===== src/nbat_pkg.sv =====
// nbat_pkg: shared widths, codes and controller/datapath handshake types
// for the nearest box association table. No dependencies.
`default_nettype none

package nbat_pkg;

    // Fixed field widths of the channels
    localparam int FUNC_W     = 2;
    localparam int COORD_IN_W = 12;
    localparam int CLASS_W    = 10;
    localparam int TIME_W     = 32;
    localparam int ACTION_W   = 3;
    localparam int SLOT_W     = 4;
    localparam int DIST_W     = 27;
    localparam int COUNT_W    = 5;
    localparam int CFG_IDX_W  = 4;
    localparam int CFG_DATA_W = 32;

    localparam logic [DIST_W-1:0] DIST_MAX    = '1;
    localparam logic [TIME_W-1:0] MAX_AGE_RST = 32'd2000;

    typedef enum logic [FUNC_W-1:0] {
        FUNC_FRAME  = 2'd0,
        FUNC_DETECT = 2'd1,
        FUNC_EXPIRE = 2'd2,
        FUNC_NONE   = 2'd3
    } func_t;

    typedef enum logic [ACTION_W-1:0] {
        ACT_FRAME   = 3'd0,
        ACT_APPEND  = 3'd1,
        ACT_REPLACE = 3'd2,
        ACT_DROP    = 3'd3,
        ACT_EXPIRE  = 3'd4
    } action_t;

    typedef enum logic [CFG_IDX_W-1:0] {
        REG_MAX_AGE = 4'd0,
        REG_FREEZE  = 4'd1
    } cfg_reg_t;

    typedef enum logic [2:0] {
        ST_IDLE,
        ST_DECODE,
        ST_SEARCH,
        ST_EXPIRE,
        ST_COMMIT
    } state_t;

    // controller -> datapath
    typedef struct packed {
        logic take;       // input channel ready
        logic scan_init;  // clear scan counters and best match
        logic scan_run;   // step the table scan
        logic commit;     // update table state, load result register
    } cmd_t;

    // datapath -> controller
    typedef struct packed {
        logic item_valid;
        logic need_search;
        logic need_expire;
        logic scan_done;
        logic out_free;
    } status_t;

endpackage

`default_nettype wire


===== src/nbat_if.sv =====
// nbat_if: valid/ready channel interfaces for items, results and register writes.
// Depends on nbat_pkg.
`default_nettype none

interface nbat_item_if import nbat_pkg::*; ();
    logic                  valid;
    logic                  ready;
    logic [FUNC_W-1:0]     func;
    logic [COORD_IN_W-1:0] box_left;
    logic [COORD_IN_W-1:0] box_top;
    logic [COORD_IN_W-1:0] box_right;
    logic [COORD_IN_W-1:0] box_bottom;
    logic [CLASS_W-1:0]    class_code;
    logic [TIME_W-1:0]     time_now;

    modport source (output valid, func, box_left, box_top, box_right, box_bottom,
                    class_code, time_now, input ready);
    modport sink   (input valid, func, box_left, box_top, box_right, box_bottom,
                    class_code, time_now, output ready);
endinterface

interface nbat_result_if import nbat_pkg::*; ();
    logic                valid;
    logic                ready;
    logic [ACTION_W-1:0] action;
    logic [SLOT_W-1:0]   slot;
    logic [DIST_W-1:0]   best_distance;
    logic [COUNT_W-1:0]  removed_count;
    logic [COUNT_W-1:0]  entry_count;

    modport source (output valid, action, slot, best_distance, removed_count,
                    entry_count, input ready);
    modport sink   (input valid, action, slot, best_distance, removed_count,
                    entry_count, output ready);
endinterface

interface nbat_cfg_if import nbat_pkg::*; ();
    logic                  valid;
    logic                  ready;
    logic [CFG_IDX_W-1:0]  index;
    logic [CFG_DATA_W-1:0] data;

    modport source (output valid, index, data, input ready);
    modport sink   (input valid, index, data, output ready);
endinterface

`default_nettype wire


===== src/nearest_box_association_table.sv =====
// nearest_box_association_table: top level, joins controller and datapath.
// Depends on nbat_pkg, nbat_if, nbat_ctrl, nbat_datapath.
//
//   channel   modport  payload                                         moves
//   --------  -------  ----------------------------------------------  -------------------
//   items     sink     func, box_left/top/right/bottom, class_code,    one item per
//                      time_now                                        transaction
//   results   source   action, slot, best_distance, removed_count,     one result per item
//                      entry_count
//   cfg       sink     index, data (0 max_age, 1 freeze_ageing)        always ready
//
// One item is in flight at a time. Frame start, append, drop, frozen expire
// and the unused code go from decode straight to commit; a replacing
// detection and an unfrozen expire check first scan the valid entries, one
// entry per cycle through the single read port of the entry memory.
// Reset clears the counts and sets the configuration to its reset values;
// the entry memory is not cleared, since only entries below the valid count
// are ever read. A new item is taken while an earlier result is still held;
// a held result stalls only the commit of the next one.
`default_nettype none

module nearest_box_association_table import nbat_pkg::*;
#(
    parameter int TABLE_DEPTH = 16,
    parameter int COORD_BITS  = 12
)
(
    input  wire logic      clk,
    input  wire logic      rst_n,
    nbat_item_if.sink      items,
    nbat_result_if.source  results,
    nbat_cfg_if.sink       cfg
);

    cmd_t    cmd;     // sequencing commands
    status_t status;  // scan and handshake status

    nbat_ctrl u_ctrl
    (
        .clk    (clk),
        .rst_n  (rst_n),
        .status (status),
        .cmd    (cmd)
    );

    // table memory, nearest-box search and compaction
    nbat_datapath #(
        .TABLE_DEPTH (TABLE_DEPTH),
        .COORD_BITS  (COORD_BITS)
    ) u_datapath
    (
        .clk     (clk),
        .rst_n   (rst_n),
        .items   (items),
        .results (results),
        .cfg     (cfg),
        .cmd     (cmd),
        .status  (status)
    );

endmodule

`default_nettype wire


===== src/nbat_ctrl.sv =====
// nbat_ctrl: sequencing state machine for the association table.
// Depends on nbat_pkg; drives cmd_t, reads status_t.
`default_nettype none

module nbat_ctrl import nbat_pkg::*;
(
    input  wire logic clk,
    input  wire logic rst_n,
    input  status_t   status,
    output cmd_t      cmd
);

    state_t state_reg;
    state_t state_next;

    always_ff @(posedge clk or negedge rst_n)
    begin
        if (!rst_n)
        begin
            state_reg <= ST_IDLE;
        end
        else
        begin
            state_reg <= state_next;
        end
    end

    always_comb
    begin
        state_next = state_reg;
        unique case (state_reg)
            ST_IDLE:
            begin
                if (status.item_valid)
                begin
                    state_next = ST_DECODE;
                end
            end
            ST_DECODE:
            begin
                priority if (status.need_search)
                begin
                    state_next = ST_SEARCH;
                end
                else if (status.need_expire)
                begin
                    state_next = ST_EXPIRE;
                end
                else
                begin
                    state_next = ST_COMMIT;
                end
            end
            ST_SEARCH, ST_EXPIRE:
            begin
                if (status.scan_done)
                begin
                    state_next = ST_COMMIT;
                end
            end
            ST_COMMIT:
            begin
                if (status.out_free)
                begin
                    state_next = ST_IDLE;
                end
            end
            default:
            begin
                state_next = ST_IDLE;
            end
        endcase
    end

    always_comb
    begin
        cmd = '0;
        unique case (state_reg)
            ST_IDLE:               cmd.take      = 1'b1;
            ST_DECODE:             cmd.scan_init = 1'b1;
            ST_SEARCH, ST_EXPIRE:  cmd.scan_run  = 1'b1;
            ST_COMMIT:             cmd.commit    = status.out_free;
            default:               cmd           = '0;
        endcase
    end

`ifndef ASSERT_OFF
    a_accept_decodes: assert property (@(posedge clk) disable iff (!rst_n)
        status.item_valid && cmd.take |=> state_reg == ST_DECODE)
        else $error("accepted item not decoded");

    a_commit_returns: assert property (@(posedge clk) disable iff (!rst_n)
        state_reg == ST_COMMIT && status.out_free |=> state_reg == ST_IDLE)
        else $error("commit did not return to idle");

    a_scan_holds: assert property (@(posedge clk) disable iff (!rst_n)
        state_reg == ST_SEARCH && !status.scan_done |=> state_reg == ST_SEARCH)
        else $error("search left before scan done");
`endif

endmodule

`default_nettype wire


===== src/nbat_datapath.sv =====
// nbat_datapath: entry memory, distance pipeline, compaction, counts,
// configuration registers and result register. Depends on nbat_pkg, nbat_if.
`default_nettype none

module nbat_datapath import nbat_pkg::*;
#(
    parameter int TABLE_DEPTH = 16,
    parameter int COORD_BITS  = 12
)
(
    input  wire logic      clk,
    input  wire logic      rst_n,
    nbat_item_if.sink      items,
    nbat_result_if.source  results,
    nbat_cfg_if.sink       cfg,
    input  cmd_t           cmd,
    output status_t        status
);

    localparam int IDX_W   = (TABLE_DEPTH > 1) ? $clog2(TABLE_DEPTH) : 1;
    localparam int CNT_W   = $clog2(TABLE_DEPTH + 1);
    localparam int SQ_W    = 2 * COORD_BITS;
    localparam int SUM_W   = SQ_W + 3;
    localparam int EXT_W   = (SUM_W > DIST_W) ? SUM_W : DIST_W;
    localparam int ENTRY_W = 4 * COORD_BITS + CLASS_W + TIME_W;
    localparam logic [CNT_W-1:0] DEPTH_CNT = CNT_W'(TABLE_DEPTH);

    // configuration
    logic [TIME_W-1:0] max_age_reg;
    logic              freeze_reg;

    // current item
    func_t                       func_reg;
    logic [3:0][COORD_BITS-1:0]  box_reg;
    logic [CLASS_W-1:0]          class_reg;
    logic [TIME_W-1:0]           time_reg;

    // table state
    logic [CNT_W-1:0] valid_cnt_reg;
    logic [CNT_W-1:0] fill_reg;
    logic [ENTRY_W-1:0] mem [TABLE_DEPTH];
    logic [ENTRY_W-1:0] rd_data_reg;

    // scan pipeline
    logic [CNT_W-1:0]           rd_idx_reg;
    logic                       rv_reg;
    logic [IDX_W-1:0]           ri_reg;
    logic [3:0][SQ_W-1:0]       sq_reg;
    logic                       sv_reg;
    logic [IDX_W-1:0]           si_reg;
    logic [SUM_W-1:0]           best_sum_reg;
    logic [IDX_W-1:0]           best_idx_reg;
    logic                       best_ok_reg;
    logic [CNT_W-1:0]           keep_reg;
    logic [CNT_W-1:0]           removed_reg;

    // result register
    logic                out_valid_reg;
    action_t             out_action_reg;
    logic [SLOT_W-1:0]   out_slot_reg;
    logic [DIST_W-1:0]   out_dist_reg;
    logic [COUNT_W-1:0]  out_removed_reg;
    logic [COUNT_W-1:0]  out_count_reg;

    logic                       load;
    logic                       expire_mode;
    logic                       is_append;
    logic                       full;
    logic                       issue;
    logic [3:0][COORD_BITS-1:0] rd_box;
    logic [TIME_W-1:0]          rd_stamp;
    logic                       expired;
    logic                       keep_wr;
    logic [3:0][COORD_BITS-1:0] abs_diff;
    logic [3:0][SQ_W-1:0]       sq_next;
    logic [SUM_W-1:0]           dist_sum;
    logic                       better;
    logic                       write_item;
    logic [IDX_W-1:0]           item_addr;
    logic [ENTRY_W-1:0]         item_entry;
    logic [EXT_W-1:0]           dist_ext;
    action_t                    res_action;
    logic [SLOT_W-1:0]          res_slot;
    logic [DIST_W-1:0]          res_dist;
    logic [COUNT_W-1:0]         res_removed;
    logic [COUNT_W-1:0]         res_count;

    assign load        = items.valid && cmd.take;
    assign items.ready = cmd.take;
    assign cfg.ready   = 1'b1;

    assign expire_mode = (func_reg == FUNC_EXPIRE);
    assign is_append   = (fill_reg >= valid_cnt_reg);
    assign full        = (valid_cnt_reg == DEPTH_CNT);
    assign issue       = cmd.scan_run && (rd_idx_reg < valid_cnt_reg);

    assign status.item_valid  = items.valid;
    assign status.need_search = (func_reg == FUNC_DETECT) && !is_append;
    assign status.need_expire = expire_mode && !freeze_reg;
    assign status.scan_done   = !(rd_idx_reg < valid_cnt_reg) && !rv_reg && !sv_reg;
    assign status.out_free    = !out_valid_reg || results.ready;

    // entry layout: {stamp, class, bottom, right, top, left}
    assign rd_stamp   = rd_data_reg[ENTRY_W-1 -: TIME_W];
    assign item_entry = {time_reg, class_reg, box_reg};

    // age is zero for a stamp in the future
    assign expired = (time_reg >= rd_stamp) && ((time_reg - rd_stamp) > max_age_reg);
    assign keep_wr = rv_reg && expire_mode && !expired;

    always_comb
    begin
        for (int k = 0; k < 4; k++)
        begin
            rd_box[k]   = rd_data_reg[k*COORD_BITS +: COORD_BITS];
            abs_diff[k] = (box_reg[k] >= rd_box[k]) ? (box_reg[k] - rd_box[k])
                                                    : (rd_box[k] - box_reg[k]);
            sq_next[k]  = SQ_W'(abs_diff[k]) * SQ_W'(abs_diff[k]);
        end
    end

    // each coordinate appears in two corners
    assign dist_sum = (SUM_W'(sq_reg[0]) + SUM_W'(sq_reg[1]) + SUM_W'(sq_reg[2])
                       + SUM_W'(sq_reg[3])) << 1;
    assign better   = !best_ok_reg || (dist_sum < best_sum_reg);

    assign write_item = cmd.commit && (func_reg == FUNC_DETECT) && !(is_append && full);
    assign item_addr  = is_append ? valid_cnt_reg[IDX_W-1:0] : best_idx_reg;
    assign dist_ext   = EXT_W'(best_sum_reg);

    // result of the item being committed
    always_comb
    begin
        res_action  = ACT_EXPIRE;
        res_slot    = '0;
        res_dist    = '0;
        res_removed = '0;
        res_count   = COUNT_W'(valid_cnt_reg);
        unique case (func_reg)
            FUNC_FRAME:
            begin
                res_action = ACT_FRAME;
            end
            FUNC_DETECT:
            begin
                if (is_append)
                begin
                    if (full)
                    begin
                        res_action = ACT_DROP;
                    end
                    else
                    begin
                        res_action = ACT_APPEND;
                        res_slot   = SLOT_W'(valid_cnt_reg);
                        res_count  = COUNT_W'(valid_cnt_reg + 1'b1);
                    end
                end
                else
                begin
                    res_action = ACT_REPLACE;
                    res_slot   = SLOT_W'(best_idx_reg);
                    res_dist   = (dist_ext > EXT_W'(DIST_MAX)) ? DIST_MAX
                                                                : DIST_W'(dist_ext);
                end
            end
            FUNC_EXPIRE:
            begin
                if (!freeze_reg)
                begin
                    res_removed = COUNT_W'(removed_reg);
                    res_count   = COUNT_W'(keep_reg);
                end
            end
            FUNC_NONE:
            begin
                res_action = ACT_EXPIRE;
            end
            default:
            begin
                res_action = ACT_EXPIRE;
            end
        endcase
    end

    // memory: one write port, one registered read port
    always_ff @(posedge clk)
    begin
        if (write_item)
        begin
            mem[item_addr] <= item_entry;
        end
        else if (keep_wr)
        begin
            mem[keep_reg[IDX_W-1:0]] <= rd_data_reg;
        end
        if (issue)
        begin
            rd_data_reg <= mem[rd_idx_reg[IDX_W-1:0]];
        end
    end

    // payload registers
    always_ff @(posedge clk)
    begin
        if (load)
        begin
            func_reg   <= func_t'(items.func);
            box_reg[0] <= COORD_BITS'(items.box_left);
            box_reg[1] <= COORD_BITS'(items.box_top);
            box_reg[2] <= COORD_BITS'(items.box_right);
            box_reg[3] <= COORD_BITS'(items.box_bottom);
            class_reg  <= items.class_code;
            time_reg   <= items.time_now;
        end
        if (issue)
        begin
            ri_reg <= rd_idx_reg[IDX_W-1:0];
        end
        sq_reg <= sq_next;
        si_reg <= ri_reg;
        if (sv_reg && better)
        begin
            best_sum_reg <= dist_sum;
            best_idx_reg <= si_reg;
        end
        if (cmd.commit)
        begin
            out_action_reg  <= res_action;
            out_slot_reg    <= res_slot;
            out_dist_reg    <= res_dist;
            out_removed_reg <= res_removed;
            out_count_reg   <= res_count;
        end
    end

    // control registers
    always_ff @(posedge clk or negedge rst_n)
    begin
        if (!rst_n)
        begin
            max_age_reg   <= MAX_AGE_RST;
            freeze_reg    <= 1'b0;
            valid_cnt_reg <= '0;
            fill_reg      <= '0;
            rd_idx_reg    <= '0;
            rv_reg        <= 1'b0;
            sv_reg        <= 1'b0;
            best_ok_reg   <= 1'b0;
            keep_reg      <= '0;
            removed_reg   <= '0;
            out_valid_reg <= 1'b0;
        end
        else
        begin
            if (cfg.valid)
            begin
                if (cfg.index == REG_MAX_AGE)
                begin
                    max_age_reg <= cfg.data;
                end
                else if (cfg.index == REG_FREEZE)
                begin
                    freeze_reg <= cfg.data[0];
                end
            end

            if (cmd.scan_init)
            begin
                rd_idx_reg  <= '0;
                rv_reg      <= 1'b0;
                sv_reg      <= 1'b0;
                best_ok_reg <= 1'b0;
                keep_reg    <= '0;
                removed_reg <= '0;
            end
            else
            begin
                rv_reg <= issue;
                sv_reg <= rv_reg && !expire_mode;
                if (issue)
                begin
                    rd_idx_reg <= rd_idx_reg + 1'b1;
                end
                if (sv_reg && better)
                begin
                    best_ok_reg <= 1'b1;
                end
                if (rv_reg && expire_mode)
                begin
                    if (expired)
                    begin
                        removed_reg <= removed_reg + 1'b1;
                    end
                    else
                    begin
                        keep_reg <= keep_reg + 1'b1;
                    end
                end
            end

            if (cmd.commit)
            begin
                unique case (func_reg)
                    FUNC_FRAME:
                    begin
                        fill_reg <= '0;
                    end
                    FUNC_DETECT:
                    begin
                        if (is_append && !full)
                        begin
                            valid_cnt_reg <= valid_cnt_reg + 1'b1;
                        end
                        if (fill_reg < DEPTH_CNT)
                        begin
                            fill_reg <= fill_reg + 1'b1;
                        end
                    end
                    FUNC_EXPIRE:
                    begin
                        if (!freeze_reg)
                        begin
                            valid_cnt_reg <= keep_reg;
                        end
                    end
                    default:
                    begin
                    end
                endcase
            end

            if (cmd.commit)
            begin
                out_valid_reg <= 1'b1;
            end
            else if (results.ready)
            begin
                out_valid_reg <= 1'b0;
            end
        end
    end

    assign results.valid         = out_valid_reg;
    assign results.action        = out_action_reg;
    assign results.slot          = out_slot_reg;
    assign results.best_distance = out_dist_reg;
    assign results.removed_count = out_removed_reg;
    assign results.entry_count   = out_count_reg;

`ifndef ASSERT_OFF
    a_count_bound: assert property (@(posedge clk) disable iff (!rst_n)
        valid_cnt_reg <= DEPTH_CNT)
        else $error("entry count above table depth");

    a_fill_bound: assert property (@(posedge clk) disable iff (!rst_n)
        fill_reg <= DEPTH_CNT)
        else $error("fill count above table depth");

    a_compact_tally: assert property (@(posedge clk) disable iff (!rst_n)
        rv_reg && expire_mode |-> (keep_reg + removed_reg) == CNT_W'(ri_reg))
        else $error("kept plus removed does not match scan position");

    a_commit_free: assert property (@(posedge clk) disable iff (!rst_n)
        cmd.commit |-> !out_valid_reg || results.ready)
        else $error("result register overwritten while held");
`endif

endmodule

`default_nettype wire


===== src/flat_wrapper.sv =====
// flat-port wrapper written by rule: the top's interface ports become plain ports
module nearest_box_association_table_flat import nbat_pkg::*;
#(
    parameter int TABLE_DEPTH = 16,
    parameter int COORD_BITS  = 12
)
  (clk, rst_n, items_valid, items_func, items_box_left, items_box_top, items_box_right, items_box_bottom, items_class_code, items_time_now, items_ready, results_valid, results_action, results_slot, results_best_distance, results_removed_count, results_entry_count, results_ready, cfg_valid, cfg_index, cfg_data, cfg_ready);
  nbat_item_if items_i ();
  nbat_result_if results_i ();
  nbat_cfg_if cfg_i ();
  input  wire logic clk;
  input  wire logic rst_n;
  input wire logic [$bits(items_i.valid)-1:0] items_valid;
  input wire logic [$bits(items_i.func)-1:0] items_func;
  input wire logic [$bits(items_i.box_left)-1:0] items_box_left;
  input wire logic [$bits(items_i.box_top)-1:0] items_box_top;
  input wire logic [$bits(items_i.box_right)-1:0] items_box_right;
  input wire logic [$bits(items_i.box_bottom)-1:0] items_box_bottom;
  input wire logic [$bits(items_i.class_code)-1:0] items_class_code;
  input wire logic [$bits(items_i.time_now)-1:0] items_time_now;
  output wire logic [$bits(items_i.ready)-1:0] items_ready;
  output wire logic [$bits(results_i.valid)-1:0] results_valid;
  output wire logic [$bits(results_i.action)-1:0] results_action;
  output wire logic [$bits(results_i.slot)-1:0] results_slot;
  output wire logic [$bits(results_i.best_distance)-1:0] results_best_distance;
  output wire logic [$bits(results_i.removed_count)-1:0] results_removed_count;
  output wire logic [$bits(results_i.entry_count)-1:0] results_entry_count;
  input wire logic [$bits(results_i.ready)-1:0] results_ready;
  input wire logic [$bits(cfg_i.valid)-1:0] cfg_valid;
  input wire logic [$bits(cfg_i.index)-1:0] cfg_index;
  input wire logic [$bits(cfg_i.data)-1:0] cfg_data;
  output wire logic [$bits(cfg_i.ready)-1:0] cfg_ready;
  assign items_i.valid = items_valid;
  assign items_i.func = items_func;
  assign items_i.box_left = items_box_left;
  assign items_i.box_top = items_box_top;
  assign items_i.box_right = items_box_right;
  assign items_i.box_bottom = items_box_bottom;
  assign items_i.class_code = items_class_code;
  assign items_i.time_now = items_time_now;
  assign items_ready = items_i.ready;
  assign results_valid = results_i.valid;
  assign results_action = results_i.action;
  assign results_slot = results_i.slot;
  assign results_best_distance = results_i.best_distance;
  assign results_removed_count = results_i.removed_count;
  assign results_entry_count = results_i.entry_count;
  assign results_i.ready = results_ready;
  assign cfg_i.valid = cfg_valid;
  assign cfg_i.index = cfg_index;
  assign cfg_i.data = cfg_data;
  assign cfg_ready = cfg_i.ready;
  nearest_box_association_table #(.TABLE_DEPTH(TABLE_DEPTH), .COORD_BITS(COORD_BITS)) u_core (.clk(clk), .rst_n(rst_n), .items(items_i), .results(results_i), .cfg(cfg_i));
endmodule

===== config.mk =====
export PLATFORM = sky130hd
export DESIGN_NAME = nearest_box_association_table_flat
export DESIGN_NICKNAME = d
export VERILOG_FILES = /design/src/nbat_pkg.sv /design/src/nbat_if.sv /design/src/nearest_box_association_table.sv /design/src/nbat_ctrl.sv /design/src/nbat_datapath.sv /design/src/flat_wrapper.sv
export SDC_FILE = /design/constraint.sdc
export NUM_CORES = 2
export LEC_CHECK = 0
export BUFFER_PORTS_ARGS = -buffer_cell sky130_fd_sc_hd__buf_4
export CAP_MARGIN = 20
export CORE_AREA = 3 3 420 422
export CTS_BUF_LIST = sky130_fd_sc_hd__clkbuf_2 sky130_fd_sc_hd__clkbuf_4 sky130_fd_sc_hd__clkbuf_8
export DETAILED_ROUTE_END_ITERATION = 6
export DIE_AREA = 0 0 423 425
export PLACE_DENSITY = 0.66
export SLEW_MARGIN = 40
export SYNTH_ARGS = -nofsm -noshare
export SYNTH_HDL_FRONTEND = slang
export SYNTH_HIERARCHICAL = 1
export SYNTH_SLANG_ARGS = --single-unit

===== constraint.sdc =====
create_clock -name clk -period 17.48 [get_ports clk]
set_clock_uncertainty 0.05 [all_clocks]
set_input_delay 0.874 -clock clk [delete_from_list [all_inputs] [get_ports clk]]
set_output_delay 0.874 -clock clk [all_outputs]
set_load 0.01 [all_outputs]

# After elaboration in Yosys (flattened, before gate mapping)

Memories as Yosys holds them, arrays and structs flattened. A register that Yosys moved wholly into a read port is not among the register bits.
Index checks and enable logic that the tools add are counted.

Register bits: 335
Memory bits (writable): 1440
Input bits: 133
Output and inout port bits: 47
Word-level logic and storage cells: 182
Memories: 1

Add/subtract/negate cells: 17
Multipliers: 4
Order comparisons: 11
Equality and inequality tests: 14
Mux-type cells: 51
Bitwise operators: 3
Reduce and logical (&&, ||, !) cells: 49

Memories:

| name                  | words | bits a word | rd ports | clocked after Yosys merged registers in | wr ports | RTL line            | RTL |
|---|---|---|---|---|---|---|---|
| u_core.u_datapath.mem | 16    | 90          | 1        | 1                                       | 1        | nbat_datapath.sv:41 | `logic [ENTRY_W-1:0] mem [TABLE_DEPTH];` |

Operator list:

| kind                   | number |
|---|---|
| $mul A12 B12 Y24       | 4 |
| $sub A12 B12 Y12       | 8 |
| $mux W90               | 1 |
| $reduce_or A90 Y1      | 1 |
| $mux W5                | 13 |
| $ge A12 B12 Y1         | 4 |
| $mux W12               | 4 |
| $ge A32 B32 Y1         | 1 |
| $gt A32 B32 Y1         | 1 |
| $sub A32 B32 Y32       | 1 |
| $pmux W5 S2            | 3 |
| $gt A27 B27 Y1 const B | 1 |
| $lt A27 B27 Y1         | 1 |
| $mux W27               | 1 |
| $add A25 B24 Y26       | 1 |
| $add A26 B24 Y26       | 1 |
| $add A24 B24 Y25       | 1 |
| $add A5 B1 Y5 const B  | 5 |
| $mux W3                | 6 |
| $mux W1                | 16 |
| $mux W4                | 4 |
| $logic_and A1 B1 Y1    | 15 |
| $reduce_bool A2 Y1     | 7 |
| $pmux W3 S4            | 1 |
| 23 further kinds       | 48 |

# Longest topological paths before layout

Depth after elaboration: 10
Depth in mapped cells: 35
Gate-level depth less buffers: 34

# Modules after synthesis

The synthesis kept the hierarchy.

By module, submodules not included:

| module        | instances | cells each | area an instance (sq um) |
|---|---|---|---|
| nbat_datapath | 1         | 5710       | 86035.0 |
| nbat_ctrl     | 1         | 22         | 186.4 |

# Worst setup path before layout

OpenSTA, ideal clock, no wires.

Path kind: input to register
Start: in results_ready
End: mem u_core/u_datapath/mem[5][0] in the netlist's numbering, enable pin
Arrival time: 11.455 ns
Data required time: 16.793 ns
Slack: 5.338 ns
Stages on the path: 8
Path buffers: 0
Path through: nand2b_1 > nand2_1 > nor3_1 > nand2_1 > or4_1 > nand2_1 > a32oi_1 > a211oi_1

RTL lines:

| what               | RTL line            | RTL |
|---|---|---|
| start: declaration | flat_wrapper.sv:28  | `input wire logic [$bits(results_i.ready)-1:0] results_ready;` |
| end: declaration   | nbat_datapath.sv:41 |  |

==> flow_metrics.env <==
export IMPL_status="completed"
export IMPL_rows=153
export IMPL_worstPathMaxFanout=11
export IMPL_drt_iter0_drc=4002
export IMPL_synth_seq_area_share_pct=57.0
export IMPL_vias=49309
export IMPL_core_area_sq_um=173000
export IMPL_postRouteAntennaNets=0
export IMPL_slew_headroom_pct=39.8
export IMPL_cts_root_buf="clkbuf_8"
export IMPL_critPathSlowestCell="xor2_1"
export IMPL_synth_edf_count=1519
export IMPL_end_kind="flip-flop"
export IMPL_die_x_microns=423
export IMPL_cts_buffers=293
export IMPL_clockBufferDepth=4
export IMPL_numClockSinks=1680
export IMPL_maxCapViolations=0
export IMPL_place_congestion=0.844
export IMPL_syn_avg_cell_area_sq_um=15.0
export IMPL_initial_core_util_pct=49.7
export IMPL_area_growth_pct=13.5
export IMPL_path_class="flip-flop to flip-flop"
export IMPL_grt_antenna_before_repair=1
export IMPL_worst_setup_path_start_kind="flip-flop"
export IMPL_cts_resized=0
export IMPL_reg2reg_depth=31
export IMPL_cp_required_ns=18.32
export IMPL_worstPathArrival_ns=9.65
export IMPL_reg2reg_slack_ns=8.67
export IMPL_ys_async_sr_fraction_pct=3.87
export IMPL_drive_gt1_share_pct=20.3
export IMPL_wl_met1_microns=82100
export IMPL_ys_types=94
export IMPL_fmax_mhz=113
export IMPL_worst_pin_slew_ns=0.904
export IMPL_crit_path_start="u_core/u_datapath/box_reg[36]$_DFFE_PP_"
export IMPL_syn_cell_area_sq_um=86200
export IMPL_fin_tns_setup_ns=0
export IMPL_hold_viol=0
export IMPL_grt_max_degree=66
export IMPL_grt_pass1_vias=51256
export IMPL_ys_warn_count=6
export IMPL_grt_pass1_wl_microns=306000
export IMPL_htreeDepth=5
export IMPL_track_usage_pct=22.4
export IMPL_period_share_pct=50.4
export IMPL_netlist_instances=5732
export IMPL_r2r_start="u_core/u_datapath/box_reg[36]$_DFFE_PP_"
export IMPL_route_detailed_drc=0
export IMPL_port_buffers=167
export IMPL_largest_register_ffs=1280
export IMPL_finalNetCount=7206
export IMPL_synth_main_ff_cell="edfxtp_1"
export IMPL_top_layer="met4"
export IMPL_endpoint="u_core/u_datapath/sq_reg[94]$_DFF_P_"
export IMPL_drv_slew=0
export IMPL_route_met2_wl_microns=97600
export IMPL_clkLatencyLatePin_ns=1.02
export IMPL_synth_top_cell_by_area="edfxtp_1"
export IMPL_grt_overflow=0
export IMPL_die_y_microns=425
export IMPL_met3_length_microns=12800
export IMPL_finalSetupViolCount=0
export IMPL_path_clk_slew_ns=0.06
export IMPL_r2r_end="u_core/u_datapath/sq_reg[94]$_DFF_P_"
export IMPL_cpPeakStageDelay_ns=0.61
export IMPL_routed_wl_microns=199000
export IMPL_crit_top_cell="fa_1"
export IMPL_synth_seq_cells=1680
export IMPL_cts_setup_buffers=0
export IMPL_post_drt_wl_per_cell_microns=22.7
export IMPL_cts_hold_buf=111
export IMPL_holdCritPathClass="input pin to flip-flop"
export IMPL_dp_hpwl_microns=126000
export IMPL_tritoncts="done"
export IMPL_min_period_ns=8.81
export IMPL_dieArea_sq_um=180000
export IMPL_synthTopCellsByArea="edfxtp_1, mux4_2, fa_1"
export IMPL_rsz0062_at_grt="no"
export IMPL_dr_pass1_iters=5
export IMPL_pin_count=180
export IMPL_post_drt_via_cell_ratio=5.63
export IMPL_synth_top_cell_area_share_pct=52.9
==> cells by family (layout without fill, tap and decap cells) <==
logic type | Yosys count | count (layout) | synth area share [%]
muxes | 488 | 488 | 11.6
other | 2 | 7 | 0.00871
buffers and inverters | 944 | 1648 | 4.20
and+or+nand+nor | 909 | 909 | 5.06
DFF | 1680 | 1680 | 57.0
xor gates and xnor gates | 174 | 174 | 1.77
adders and majority gates | 819 | 819 | 15.1
AOI/OAI and AO/OA | 716 | 716 | 5.30
==> placed cells by master, fill, tap and decap left out, drive strengths merged, types with 49 or more instances in the layout <==
cell type and n:
nor2b 51, nand3 86, fa 367, o21ai 175
dfxtp 96, dlygate4sd3 111, mux2 53, nor2 330
inv 749, edfxtp 1519, xnor2 125, a21oi 195
a21o 101, ha 452, dfrtp 59, mux4 400
clkinv 76, clkbuf 388, nand2 179, buf 311
xor2 49
==> area by class of cell <==
type	instances	area, sq um
antenna	2	5.00
multi-input combinational	3111	33900
clock inverter	92	598
timing repair buffer	422	3670
tap	2325	2910
sequential	1680	49200
fill	13662	75600
inverter	746	2800
clock buffer	388	4820
==> worst max-delay path: cells and delay by family (launching register included) <==
kind / cells / cell delay, ns
adders and majority gates: 8 / 3.51
AOI/OAI and AO/OA: 12 / 2.90
xor gates and xnor gates: 2 / 0.77
buffers and inverters: 6 / 0.64
and+or+nand+nor: 3 / 0.47
DFF: 1 / 0.39
==> cell usage after synthesis (all sizes together), types with 18 or more instances <==
| cell | number |
|---|---|
| mux2 | 53 |
| inv | 744 |
| dfrtp | 59 |
| a211oi | 35 |
| edfxtp | 1519 |
| nand2b | 45 |
| fa | 367 |
| buf | 65 |
| nor2b | 51 |
| xnor2 | 125 |
| xor2 | 49 |
| ha | 452 |
| nand3 | 86 |
| nor3 | 45 |
| o21ai | 175 |
| dfxtp | 96 |
| mux4 | 400 |
| o31ai | 23 |
| a21oi | 195 |
| o21a | 31 |
| nand2 | 179 |
| or2 | 47 |
| o21bai | 24 |
| a31oi | 23 |
| clkbuf | 133 |
| nand4 | 27 |
| a21o | 101 |
| mux2i | 35 |
| and2 | 18 |
| nor2 | 330 |
==> routing by layer <==
layer | global-route usage [%] | vias up
met5 | 0 | -
met4 | 8.20 | 0
met3 | 4.04 | 328
met2 | 36.9 | 1575
met1 | 30.1 | 25354
li1 | - | 22052
==> per-stage QoR <==
stage,area [sq um],instances,worst slack [ns],utilization (%),hold WS [ns]
global placement,90900,8161,8.45,52.4,0.273
detailed placement,91200,8169,8.69,52.6,0.280
global route,97800,8765,8.08,56.4,0.0360
finish,97800,8766,8.67,56.4,0.123
CTS,97800,8760,8.64,56.4,0.00761
floorplan,86200,5735,5.34,-,0.273
==> worst min-delay path by stage <==
stage,cells after the start,startpoint,to,slack [ns]
after detailed placement,0,u_core/u_datapath/ri_reg[2]$_DFFE_PP_,u_core/u_datapath/si_reg[2]$_DFF_P_,0.28
final,1,items_box_left[5],u_core/u_datapath/box_reg[5]$_DFFE_PP_,0.12
after global routing,1,items_box_left[5],u_core/u_datapath/box_reg[5]$_DFFE_PP_,0.04
after CTS,1,items_box_left[5],u_core/u_datapath/box_reg[5]$_DFFE_PP_,0.008
after global placement,0,u_core/u_datapath/ri_reg[1]$_DFFE_PP_,u_core/u_datapath/si_reg[1]$_DFF_P_,0.27
after floorplan,0,u_core/u_datapath/ri_reg[0]$_DFFE_PP_,u_core/u_datapath/si_reg[0]$_DFF_P_,0.27
Power is not shown: default switching activity piles up to over one toggle a cycle in this logic, so the estimate is an artifact.
